==> config.mk <==
export PLATFORM = sky130hd
export DESIGN_NAME = stop_and_wait_arq_sender_flat
export DESIGN_NICKNAME = d
export VERILOG_FILES = /design/src/hdl/saw_pkg.sv /design/src/hdl/saw_if.sv /design/src/hdl/saw_ctrl.sv /design/src/hdl/saw_dp.sv /design/src/hdl/stop_and_wait_arq_sender.sv /design/src/flat_wrapper.sv
export SDC_FILE = /design/constraint.sdc
export NUM_CORES = 1
export LEC_CHECK = 0
export BUFFER_PORTS_ARGS = -buffer_cell sky130_fd_sc_hd__buf_2
export CAP_MARGIN = 20
export CORE_UTILIZATION = 60
export CTS_CLUSTER_DIAMETER = 150
export DETAILED_ROUTE_END_ITERATION = 16
export PLACE_DENSITY = 0.81
export SLEW_MARGIN = 25
export SYNTH_ARGS = -nofsm -noshare
export SYNTH_HDL_FRONTEND = slang
export SYNTH_SLANG_ARGS = --single-unit
==> constraint.sdc <==
create_clock -name i_clk -period 11.55 [get_ports i_clk]
set_input_delay 1.7325 -clock i_clk [delete_from_list [all_inputs] [get_ports i_clk]]
set_output_delay 1.7325 -clock i_clk [all_outputs]
set_load 0.05 [all_outputs]
==> src/hdl/saw_pkg.sv <==
`default_nettype none

package saw_pkg;

    // message length in bytes
    localparam int PAYLOAD_BYTES = 20;
    localparam int IDX_W = (PAYLOAD_BYTES > 1) ? $clog2(PAYLOAD_BYTES) : 1;

    // field widths
    localparam int OP_W    = 2;
    localparam int BYTE_W  = 8;
    localparam int FIELD_W = 20;
    localparam int SUM_W   = 23;
    localparam int CHK_W   = 13;
    localparam int TMR_W   = 16;

    localparam logic [TMR_W-1:0] TIMEOUT_RESET = TMR_W'(15);

    // input word opcodes
    localparam logic [OP_W-1:0] OP_MSG  = OP_W'(0);
    localparam logic [OP_W-1:0] OP_ACK  = OP_W'(1);
    localparam logic [OP_W-1:0] OP_TICK = OP_W'(2);

    // controller -> datapath
    typedef struct packed {
        logic in_take;   // input word accepted this cycle
        logic rd_start;  // read store entry 0
        logic rd_next;   // step to the next store entry
    } t_dp_cmd;

    // datapath -> controller
    typedef struct packed {
        logic emit_req;  // the current input word starts a packet
        logic last;      // read pointer sits on the final byte
        logic awaiting;  // waiting for an acknowledgement
        logic timer_run; // retransmission timer nonzero
    } t_dp_status;

endpackage

`default_nettype wire

==> src/hdl/saw_if.sv <==
`default_nettype none

// input words: message bytes, ack packet bytes, ticks
interface saw_in_if;
    logic                               valid;
    logic                               ready;
    logic [saw_pkg::OP_W-1:0]           op;
    logic signed [saw_pkg::BYTE_W-1:0]  data_byte;
    logic [saw_pkg::FIELD_W-1:0]        in_seq;
    logic [saw_pkg::FIELD_W-1:0]        in_ack;
    logic signed [saw_pkg::SUM_W-1:0]   in_check;

    modport source (output valid, op, data_byte, in_seq, in_ack, in_check, input ready);
    modport sink   (input valid, op, data_byte, in_seq, in_ack, in_check, output ready);
endinterface

// outgoing packet bytes
interface saw_out_if;
    logic                               valid;
    logic                               ready;
    logic                               out_seq;
    logic                               out_ack;
    logic signed [saw_pkg::CHK_W-1:0]   out_check;
    logic signed [saw_pkg::BYTE_W-1:0]  out_byte;
    logic                               out_last;

    modport source (output valid, out_seq, out_ack, out_check, out_byte, out_last,
                    input ready);
    modport sink   (input valid, out_seq, out_ack, out_check, out_byte, out_last,
                    output ready);
endinterface

// timeout register write
interface saw_cfg_if;
    logic                        valid;
    logic                        ready;
    logic [saw_pkg::TMR_W-1:0]   data;

    modport source (output valid, data, input ready);
    modport sink   (input valid, data, output ready);
endinterface

`default_nettype wire

==> src/hdl/saw_ctrl.sv <==
`default_nettype none

module saw_ctrl (
    input  wire logic                i_clk,
    input  wire logic                i_rst_n,
    input  wire logic                i_in_valid,
    output logic                     o_in_ready,
    output logic                     o_out_valid,
    input  wire logic                i_out_ready,
    input  wire saw_pkg::t_dp_status i_status,
    output saw_pkg::t_dp_cmd         o_cmd
);

    typedef enum logic [1:0] {
        ST_IDLE,
        ST_LOAD,
        ST_SHOW
    } t_state;

    t_state r_state;
    logic   r_in_ready;
    logic   r_out_valid;
    logic   w_take;
    logic   w_out_take;

    assign w_take     = i_in_valid && r_in_ready;
    assign w_out_take = r_out_valid && i_out_ready;

    // commands to the datapath
    always_comb begin
        o_cmd          = '0;
        o_cmd.in_take  = w_take;
        o_cmd.rd_start = (r_state == ST_LOAD);
        o_cmd.rd_next  = (r_state == ST_SHOW) && w_out_take && !i_status.last;
    end

    // state and handshake registers
    always_ff @(posedge i_clk) begin
        if (!i_rst_n) begin
            r_state     <= ST_IDLE;
            r_in_ready  <= 1'b1;
            r_out_valid <= 1'b0;
        end else begin
            case (r_state)
                ST_IDLE: begin
                    if (w_take && i_status.emit_req) begin
                        r_state    <= ST_LOAD;
                        r_in_ready <= 1'b0;
                    end
                end
                ST_LOAD: begin
                    r_state     <= ST_SHOW;
                    r_out_valid <= 1'b1;
                end
                ST_SHOW: begin
                    if (w_out_take && i_status.last) begin
                        r_state     <= ST_IDLE;
                        r_out_valid <= 1'b0;
                        r_in_ready  <= 1'b1;
                    end
                end
                default: begin
                    r_state     <= ST_IDLE;
                    r_in_ready  <= 1'b1;
                    r_out_valid <= 1'b0;
                end
            endcase
        end
    end

    assign o_in_ready  = r_in_ready;
    assign o_out_valid = r_out_valid;

endmodule

`default_nettype wire

==> src/hdl/saw_dp.sv <==
`default_nettype none

module saw_dp (
    input  wire logic                                i_clk,
    input  wire logic                                i_rst_n,
    input  wire saw_pkg::t_dp_cmd                    i_cmd,
    output saw_pkg::t_dp_status                      o_status,
    input  wire logic [saw_pkg::OP_W-1:0]            i_op,
    input  wire logic signed [saw_pkg::BYTE_W-1:0]   i_data_byte,
    input  wire logic [saw_pkg::FIELD_W-1:0]         i_in_seq,
    input  wire logic [saw_pkg::FIELD_W-1:0]         i_in_ack,
    input  wire logic signed [saw_pkg::SUM_W-1:0]    i_in_check,
    input  wire logic                                i_cfg_we,
    input  wire logic [saw_pkg::TMR_W-1:0]           i_cfg_data,
    output logic                                     o_out_seq,
    output logic signed [saw_pkg::CHK_W-1:0]         o_out_check,
    output logic signed [saw_pkg::BYTE_W-1:0]        o_out_byte
);

    localparam logic [saw_pkg::IDX_W-1:0] LAST_IDX =
        saw_pkg::IDX_W'(saw_pkg::PAYLOAD_BYTES - 1);

    // packet store
    logic [saw_pkg::BYTE_W-1:0] mem [saw_pkg::PAYLOAD_BYTES];
    logic [saw_pkg::BYTE_W-1:0] r_rd_data;

    logic [saw_pkg::TMR_W-1:0]   r_timeout;
    logic                        r_seq, n_seq;
    logic                        r_await, n_await;
    logic [saw_pkg::CHK_W-1:0]   r_stored_chk, n_stored_chk;
    logic [saw_pkg::TMR_W-1:0]   r_timer, n_timer;
    logic [saw_pkg::IDX_W-1:0]   r_msg_cnt, n_msg_cnt;
    logic                        r_msg_rej, n_msg_rej;
    logic [saw_pkg::CHK_W-1:0]   r_msg_sum, n_msg_sum;
    logic [saw_pkg::IDX_W-1:0]   r_pkt_cnt, n_pkt_cnt;
    logic [saw_pkg::FIELD_W-1:0] r_pkt_ack, n_pkt_ack;
    logic [saw_pkg::SUM_W-1:0]   r_pkt_chk, n_pkt_chk;
    logic [saw_pkg::SUM_W-1:0]   r_pkt_sum, n_pkt_sum;
    logic [saw_pkg::IDX_W-1:0]   r_idx;

    logic [saw_pkg::TMR_W-1:0]   w_reload;
    logic                        w_msg_first;
    logic                        w_rej;
    logic [saw_pkg::CHK_W-1:0]   w_msg_base;
    logic [saw_pkg::CHK_W-1:0]   w_msg_new;
    logic                        w_pkt_first;
    logic [saw_pkg::SUM_W-1:0]   w_pkt_base;
    logic [saw_pkg::SUM_W-1:0]   w_pkt_new;
    logic [saw_pkg::FIELD_W-1:0] w_ack_h;
    logic [saw_pkg::SUM_W-1:0]   w_chk_h;
    logic                        w_ack_ok;
    logic                        w_mem_we;
    logic                        w_emit;
    logic [saw_pkg::IDX_W-1:0]   w_rd_addr;

    // zero timeout behaves as one tick
    assign w_reload = (r_timeout == '0) ? saw_pkg::TMR_W'(1) : r_timeout;

    // message checksum: seq bit + sum of signed bytes, 13-bit wrap
    assign w_msg_first = (r_msg_cnt == '0);
    assign w_rej       = w_msg_first ? r_await : r_msg_rej;
    assign w_msg_base  = w_msg_first ? {{(saw_pkg::CHK_W-1){1'b0}}, r_seq} : r_msg_sum;
    assign w_msg_new   = w_msg_base
                       + {{(saw_pkg::CHK_W-saw_pkg::BYTE_W){i_data_byte[saw_pkg::BYTE_W-1]}},
                          i_data_byte};

    // ack packet checksum: seq + ack + bytes, 23-bit wrap
    assign w_pkt_first = (r_pkt_cnt == '0);
    assign w_pkt_base  = w_pkt_first
        ? ({{(saw_pkg::SUM_W-saw_pkg::FIELD_W){1'b0}}, i_in_seq}
           + {{(saw_pkg::SUM_W-saw_pkg::FIELD_W){1'b0}}, i_in_ack})
        : r_pkt_sum;
    assign w_pkt_new   = w_pkt_base
                       + {{(saw_pkg::SUM_W-saw_pkg::BYTE_W){i_data_byte[saw_pkg::BYTE_W-1]}},
                          i_data_byte};
    assign w_ack_h     = w_pkt_first ? i_in_ack : r_pkt_ack;
    assign w_chk_h     = w_pkt_first ? i_in_check : r_pkt_chk;
    assign w_ack_ok    = (w_ack_h == {{(saw_pkg::FIELD_W-1){1'b0}}, r_seq})
                      && (w_pkt_new == w_chk_h) && r_await;

    // next-state logic for one accepted word
    always_comb begin
        n_seq        = r_seq;
        n_await      = r_await;
        n_stored_chk = r_stored_chk;
        n_timer      = r_timer;
        n_msg_cnt    = r_msg_cnt;
        n_msg_rej    = r_msg_rej;
        n_msg_sum    = r_msg_sum;
        n_pkt_cnt    = r_pkt_cnt;
        n_pkt_ack    = r_pkt_ack;
        n_pkt_chk    = r_pkt_chk;
        n_pkt_sum    = r_pkt_sum;
        w_mem_we     = 1'b0;
        w_emit       = 1'b0;
        case (i_op)
            saw_pkg::OP_MSG: begin
                w_mem_we  = !w_rej;
                n_msg_rej = w_rej;
                n_msg_sum = w_msg_new;
                if (r_msg_cnt == LAST_IDX) begin
                    n_msg_cnt = '0;
                    if (!w_rej) begin
                        n_stored_chk = w_msg_new;
                        n_await      = 1'b1;
                        n_timer      = w_reload;
                        w_emit       = 1'b1;
                    end
                end else begin
                    n_msg_cnt = r_msg_cnt + 1'b1;
                end
            end
            saw_pkg::OP_ACK: begin
                n_pkt_ack = w_ack_h;
                n_pkt_chk = w_chk_h;
                n_pkt_sum = w_pkt_new;
                if (r_pkt_cnt == LAST_IDX) begin
                    n_pkt_cnt = '0;
                    if (w_ack_ok) begin
                        n_timer = '0;
                        n_seq   = !r_seq;
                        n_await = 1'b0;
                    end
                end else begin
                    n_pkt_cnt = r_pkt_cnt + 1'b1;
                end
            end
            saw_pkg::OP_TICK: begin
                if (r_await && (r_timer != '0)) begin
                    if (r_timer == saw_pkg::TMR_W'(1)) begin
                        n_timer = w_reload;
                        w_emit  = 1'b1;
                    end else begin
                        n_timer = r_timer - 1'b1;
                    end
                end
            end
            default: begin
            end
        endcase
    end

    // protocol state
    always_ff @(posedge i_clk) begin
        if (!i_rst_n) begin
            r_timeout    <= saw_pkg::TIMEOUT_RESET;
            r_seq        <= 1'b0;
            r_await      <= 1'b0;
            r_stored_chk <= '0;
            r_timer      <= '0;
            r_msg_cnt    <= '0;
            r_msg_rej    <= 1'b0;
            r_msg_sum    <= '0;
            r_pkt_cnt    <= '0;
            r_pkt_ack    <= '0;
            r_pkt_chk    <= '0;
            r_pkt_sum    <= '0;
        end else begin
            if (i_cfg_we) begin
                r_timeout <= i_cfg_data;
            end
            if (i_cmd.in_take) begin
                r_seq        <= n_seq;
                r_await      <= n_await;
                r_stored_chk <= n_stored_chk;
                r_timer      <= n_timer;
                r_msg_cnt    <= n_msg_cnt;
                r_msg_rej    <= n_msg_rej;
                r_msg_sum    <= n_msg_sum;
                r_pkt_cnt    <= n_pkt_cnt;
                r_pkt_ack    <= n_pkt_ack;
                r_pkt_chk    <= n_pkt_chk;
                r_pkt_sum    <= n_pkt_sum;
            end
        end
    end

    // store write port
    always_ff @(posedge i_clk) begin
        if (i_cmd.in_take && w_mem_we) begin
            mem[r_msg_cnt] <= i_data_byte;
        end
    end

    // store read port, registered
    assign w_rd_addr = i_cmd.rd_start ? '0 : r_idx + 1'b1;

    always_ff @(posedge i_clk) begin
        if (i_cmd.rd_start || i_cmd.rd_next) begin
            r_rd_data <= mem[w_rd_addr];
        end
    end

    // read pointer
    always_ff @(posedge i_clk) begin
        if (!i_rst_n) begin
            r_idx <= '0;
        end else if (i_cmd.rd_start || i_cmd.rd_next) begin
            r_idx <= w_rd_addr;
        end
    end

    always_comb begin
        o_status           = '0;
        o_status.emit_req  = w_emit;
        o_status.last      = (r_idx == LAST_IDX);
        o_status.awaiting  = r_await;
        o_status.timer_run = (r_timer != '0);
    end

    assign o_out_seq   = r_seq;
    assign o_out_check = r_stored_chk;
    assign o_out_byte  = r_rd_data;

endmodule

`default_nettype wire

==> src/hdl/stop_and_wait_arq_sender.sv <==
// Channel   Dir   Modport  Word
// i_in      in    sink     op, data_byte, in_seq, in_ack, in_check
// o_out     out   source   out_seq, out_ack, out_check, out_byte, out_last
// i_cfg     in    sink     timeout_ticks write data
//
// Message bytes, ack bytes and ticks are taken one per cycle; i_in.ready stays high.
// A word that sends a packet drops i_in.ready through the store read in ST_LOAD and
// PAYLOAD_BYTES output words, one per cycle while o_out.ready is high.
// The packet store has separate write and read ports; its read is registered.
// An output stall holds the current word; reset is synchronous, active low,
// and no clearing pass is needed.
`default_nettype none

module stop_and_wait_arq_sender (
    input  wire logic  i_clk,
    input  wire logic  i_rst_n,
    saw_in_if.sink     i_in,
    saw_out_if.source  o_out,
    saw_cfg_if.sink    i_cfg
);

    saw_pkg::t_dp_cmd    w_cmd;
    saw_pkg::t_dp_status w_status;
    logic                w_in_ready;
    logic                w_out_valid;

    // control
    saw_ctrl u_ctrl (
        .i_clk       (i_clk),
        .i_rst_n     (i_rst_n),
        .i_in_valid  (i_in.valid),
        .o_in_ready  (w_in_ready),
        .o_out_valid (w_out_valid),
        .i_out_ready (o_out.ready),
        .i_status    (w_status),
        .o_cmd       (w_cmd)
    );

    // datapath
    saw_dp u_dp (
        .i_clk       (i_clk),
        .i_rst_n     (i_rst_n),
        .i_cmd       (w_cmd),
        .o_status    (w_status),
        .i_op        (i_in.op),
        .i_data_byte (i_in.data_byte),
        .i_in_seq    (i_in.in_seq),
        .i_in_ack    (i_in.in_ack),
        .i_in_check  (i_in.in_check),
        .i_cfg_we    (i_cfg.valid),
        .i_cfg_data  (i_cfg.data),
        .o_out_seq   (o_out.out_seq),
        .o_out_check (o_out.out_check),
        .o_out_byte  (o_out.out_byte)
    );

    assign i_in.ready     = w_in_ready;
    assign o_out.valid    = w_out_valid;
    assign o_out.out_ack  = 1'b0;
    assign o_out.out_last = w_status.last;
    assign i_cfg.ready    = 1'b1;

    // input and output never open together
    a_no_overlap: assert property (@(posedge i_clk) disable iff (!i_rst_n)
        !(w_in_ready && w_out_valid))
        else $error("input ready while packet words pending");

    // the final packet word returns the block to taking input
    a_last_reopens: assert property (@(posedge i_clk) disable iff (!i_rst_n)
        (w_out_valid && o_out.ready && w_status.last) |=> w_in_ready)
        else $error("input not reopened after last packet word");

    // timer runs exactly while an acknowledgement is pending
    a_timer_await: assert property (@(posedge i_clk) disable iff (!i_rst_n)
        w_status.awaiting == w_status.timer_run)
        else $error("timer and awaiting flag disagree");

    // a packet start always leads to output words after the store read
    a_emit_shows: assert property (@(posedge i_clk) disable iff (!i_rst_n)
        (w_cmd.in_take && w_status.emit_req) |=> ##1 w_out_valid)
        else $error("packet start did not produce output");

endmodule

`default_nettype wire
==> src/flat_wrapper.sv <==
// flat-port wrapper written by rule: the top's interface ports become plain ports
module stop_and_wait_arq_sender_flat 
  (i_clk, i_rst_n, i_in_valid, i_in_op, i_in_data_byte, i_in_in_seq, i_in_in_ack, i_in_in_check, i_in_ready, o_out_valid, o_out_out_seq, o_out_out_ack, o_out_out_check, o_out_out_byte, o_out_out_last, o_out_ready, i_cfg_valid, i_cfg_data, i_cfg_ready);
  saw_in_if i_in_i ();
  saw_out_if o_out_i ();
  saw_cfg_if i_cfg_i ();
  input  wire logic i_clk;
  input  wire logic i_rst_n;
  input wire logic [$bits(i_in_i.valid)-1:0] i_in_valid;
  input wire logic [$bits(i_in_i.op)-1:0] i_in_op;
  input wire logic [$bits(i_in_i.data_byte)-1:0] i_in_data_byte;
  input wire logic [$bits(i_in_i.in_seq)-1:0] i_in_in_seq;
  input wire logic [$bits(i_in_i.in_ack)-1:0] i_in_in_ack;
  input wire logic [$bits(i_in_i.in_check)-1:0] i_in_in_check;
  output wire logic [$bits(i_in_i.ready)-1:0] i_in_ready;
  output wire logic [$bits(o_out_i.valid)-1:0] o_out_valid;
  output wire logic [$bits(o_out_i.out_seq)-1:0] o_out_out_seq;
  output wire logic [$bits(o_out_i.out_ack)-1:0] o_out_out_ack;
  output wire logic [$bits(o_out_i.out_check)-1:0] o_out_out_check;
  output wire logic [$bits(o_out_i.out_byte)-1:0] o_out_out_byte;
  output wire logic [$bits(o_out_i.out_last)-1:0] o_out_out_last;
  input wire logic [$bits(o_out_i.ready)-1:0] o_out_ready;
  input wire logic [$bits(i_cfg_i.valid)-1:0] i_cfg_valid;
  input wire logic [$bits(i_cfg_i.data)-1:0] i_cfg_data;
  output wire logic [$bits(i_cfg_i.ready)-1:0] i_cfg_ready;
  assign i_in_i.valid = i_in_valid;
  assign i_in_i.op = i_in_op;
  assign i_in_i.data_byte = i_in_data_byte;
  assign i_in_i.in_seq = i_in_in_seq;
  assign i_in_i.in_ack = i_in_in_ack;
  assign i_in_i.in_check = i_in_in_check;
  assign i_in_ready = i_in_i.ready;
  assign o_out_valid = o_out_i.valid;
  assign o_out_out_seq = o_out_i.out_seq;
  assign o_out_out_ack = o_out_i.out_ack;
  assign o_out_out_check = o_out_i.out_check;
  assign o_out_out_byte = o_out_i.out_byte;
  assign o_out_out_last = o_out_i.out_last;
  assign o_out_i.ready = o_out_ready;
  assign i_cfg_i.valid = i_cfg_valid;
  assign i_cfg_i.data = i_cfg_data;
  assign i_cfg_ready = i_cfg_i.ready;
  stop_and_wait_arq_sender u_core (.i_clk(i_clk), .i_rst_n(i_rst_n), .i_in(i_in_i), .o_out(o_out_i), .i_cfg(i_cfg_i));
endmodule
==> metrics <==
Post-Syn Area 16800 um2; Reg2Reg Setup Slack 6.05 ns; vias in the first global route 12.7k; Post-Route Skew roughly 0.028 ns; final count of hold timing violations 0; final setup vio count 0; initial antenna violation count 1; Fmax 0.134 GHz; Worst Path Arrival between 7 and 8 ns; Leak 0.00729 uW; Worst setup EP type register; Hold/Removal Path Class reg -> reg; Post-Syn Instances 1744; post-CTS sizing 0; Post-synth top flop edfxtp_1; area leader, netlist edfxtp_1; Pre-Repair DR Iteration Count 6; async set or reset register ratio after synthesis 0; port bufs between 100 and 150; Worst-Margin Slew 0.991 ns; CTS Hold Bufs 0; Max Root-Sink Buffers 3; wire per inst 17.9 um; via count 13.2k; most frequent cells in the layout 310 x nand2_1, 168 x edfxtp_1, 145 x dfxtp_1; clock network latency to the later pin of the worst-skew pair 0.53 ns; Die H approximately 170 um; VDD IR-drop max 110 uV; Ant. Diodes 0; DP HPWL around 26000 um; crit path max-delay cell type ha_1; final wirelength 39500 um; first-pass GRT wire length about 63000 um; TNS Setup 0 ns; Tmin final 7.45 ns; Die W 170 um; P&R area growth vs syn 11.2%; Relative slew margins 0.339; Max Transition Viols Final 0; CTS H-tree lvls 2; critical path class in -> reg; synth unique cells 81; WP data required around 12 ns; sequential share of the synthesized area 0.473; RSZ-0062 raised after global routing false; Initial Utilization 0.618; root buffer cell clkbuf_16; number of routed nets with antenna violations 0; core area 27300 um2; Post-synth EDFFs 168; GPL Wtd Cong 0.934; Mapped Avg Cell Area 9.66 um2; dominant cells by area after synthesis edfxtp_1 30%, dfxtp_1 17%, nand2_1 6.9%, ha_1 5.1%, mux2i_1 4.5%; NumNets Final 1979; max_cap viols 0; outcome finished clean; Die ar. 28800 um2; Worst path max stage delay 0.52 ns; worst-path fanout max 32; GRT Total Usage 0.278; FP Rows 60; drt drc 0; commonest non-fill, non-tap cell in the layout nand2_1; Synth Register Bits 314; Setup crit start kind input pin; Reg clk slew, reported paths 0.06 ns; via/cell ratio 5.96; post-synth top area share 0.299; Iter 0 DRT Violations between 1k and 1.5k; cts bufs inserted 34; synthesized net count 1910; buffer count from post-CTS setup fixing 0; Period Utilization, post-route 0.645; Ports 121; grt ovf 0; Hold Slack roughly 0.45 ns; layout cell share with drive strength beyond 1 0.127; clock sinks 314; CTS tree done; P per Cell Area between 150 and 200 nW/um2; synth warn 0; largest net degree at the start of global routing approximately 110
## stage by stage
stage	power [uW]	utilization	instance area, um2	std cells	setup WS (ns)
floorplan	1660	-	16800	1744	4.83
global placement	1780	0.647	17600	2149	3.82
detailed placement	1790	0.647	17600	2149	3.62
CTS	2860	0.687	18700	2211	4.14
global route	2970	0.688	18700	2211	3.52
finish	2860	0.688	18700	2211	4.10
## metal layers
layer	routed length [um]	GRT usage	vias to the layer above
li1	-	-	6402
met1	16400	0.344	6216
met2	19400	0.495	470
met3	2520	0.0392	87
met4	1180	0.0960	2
met5	13	0	-
## power by group
part           internal [uW]  total (uW)  leakage (uW)  switching [uW]
Clock                    631        1080      0.000558             446
Combinational            233         571       0.00404             338
Sequential              1190        1210       0.00270            13.9
Total                   2060        2860       0.00729             798
## path summary, 6_finish.rpt
| check | startpoint | end | cells past startpoint |
|---|---|---|---|
| hold / removal | u_core.u_dp.r_pkt_ack[14]$_SDFFE_PN0P_ | u_core.u_dp.r_pkt_ack[14]$_SDFFE_PN0P_ | 2 |
| setup / recovery | i_in_in_ack[1] | u_core.u_dp.r_timer[8]$_SDFFE_PN0P_ | 25 |
| setup reg to reg | u_core.u_dp.r_pkt_cnt[0]$_SDFFE_PN0P_ | u_core.u_dp.r_timer[8]$_SDFFE_PN0P_ | 16 |
| hold reg to reg | u_core.u_dp.r_pkt_ack[14]$_SDFFE_PN0P_ | u_core.u_dp.r_pkt_ack[14]$_SDFFE_PN0P_ | 2 |
## logic make-up after synthesis
family	Yosys count	share of synthesized area
fa+ha+maj	72	0.0548
buf+inv	138	0.0330
xor+xnor	77	0.0449
other cells	2	0.000446
compound gates	384	0.145
flops	314	0.473
simple gates	662	0.186
mux	95	0.0632
## worst max-delay path: cells and delay by family
kind	cells	cell delay, ns
AO/OA/AOI/OAI	16	3.89
AND/OR/NAND/NOR	4	0.87
buffers and inverters	1	0.12
adder cells (fa/ha/maj)	2	0.82
XOR/XNOR	2	0.38
## synthesized netlist by cell type (all sizes together) (39+ instances only)
master,count
a21oi,101
clkbuf,83
dfxtp,146
edfxtp,168
ha,69
inv,39
mux2i,76
nand2,310
nand3,50
nor2,93
nor2b,43
o21ai,114
xnor2,41
## state kept, by name, summed over array words and instances (netlist names), 8 cells and up
name	count
u_core.u_dp.r_pkt_sum	23
u_core.u_dp.r_pkt_chk	23
u_core.u_dp.r_timeout	16
u_core.u_dp.o_out_check	13
u_core.u_dp.mem	160
u_core.u_dp.r_timer	16
u_core.u_dp.r_pkt_ack	20
u_core.u_dp.o_out_byte	8
u_core.u_dp.r_msg_sum	13
## final cells by class
| class | instances | area [um2] |
|---|---|---|
| flip-flops and latches | 314 | 7970 |
| well taps | 372 | 465 |
| clock inverters | 19 | 160 |
| inverters | 40 | 150 |
| multi-input cells | 1292 | 8360 |
| clock buffers | 43 | 947 |
| fillers | 2054 | 8510 |
| repair buffers | 131 | 688 |
Note: power is estimated with default switching activity, not from simulation.
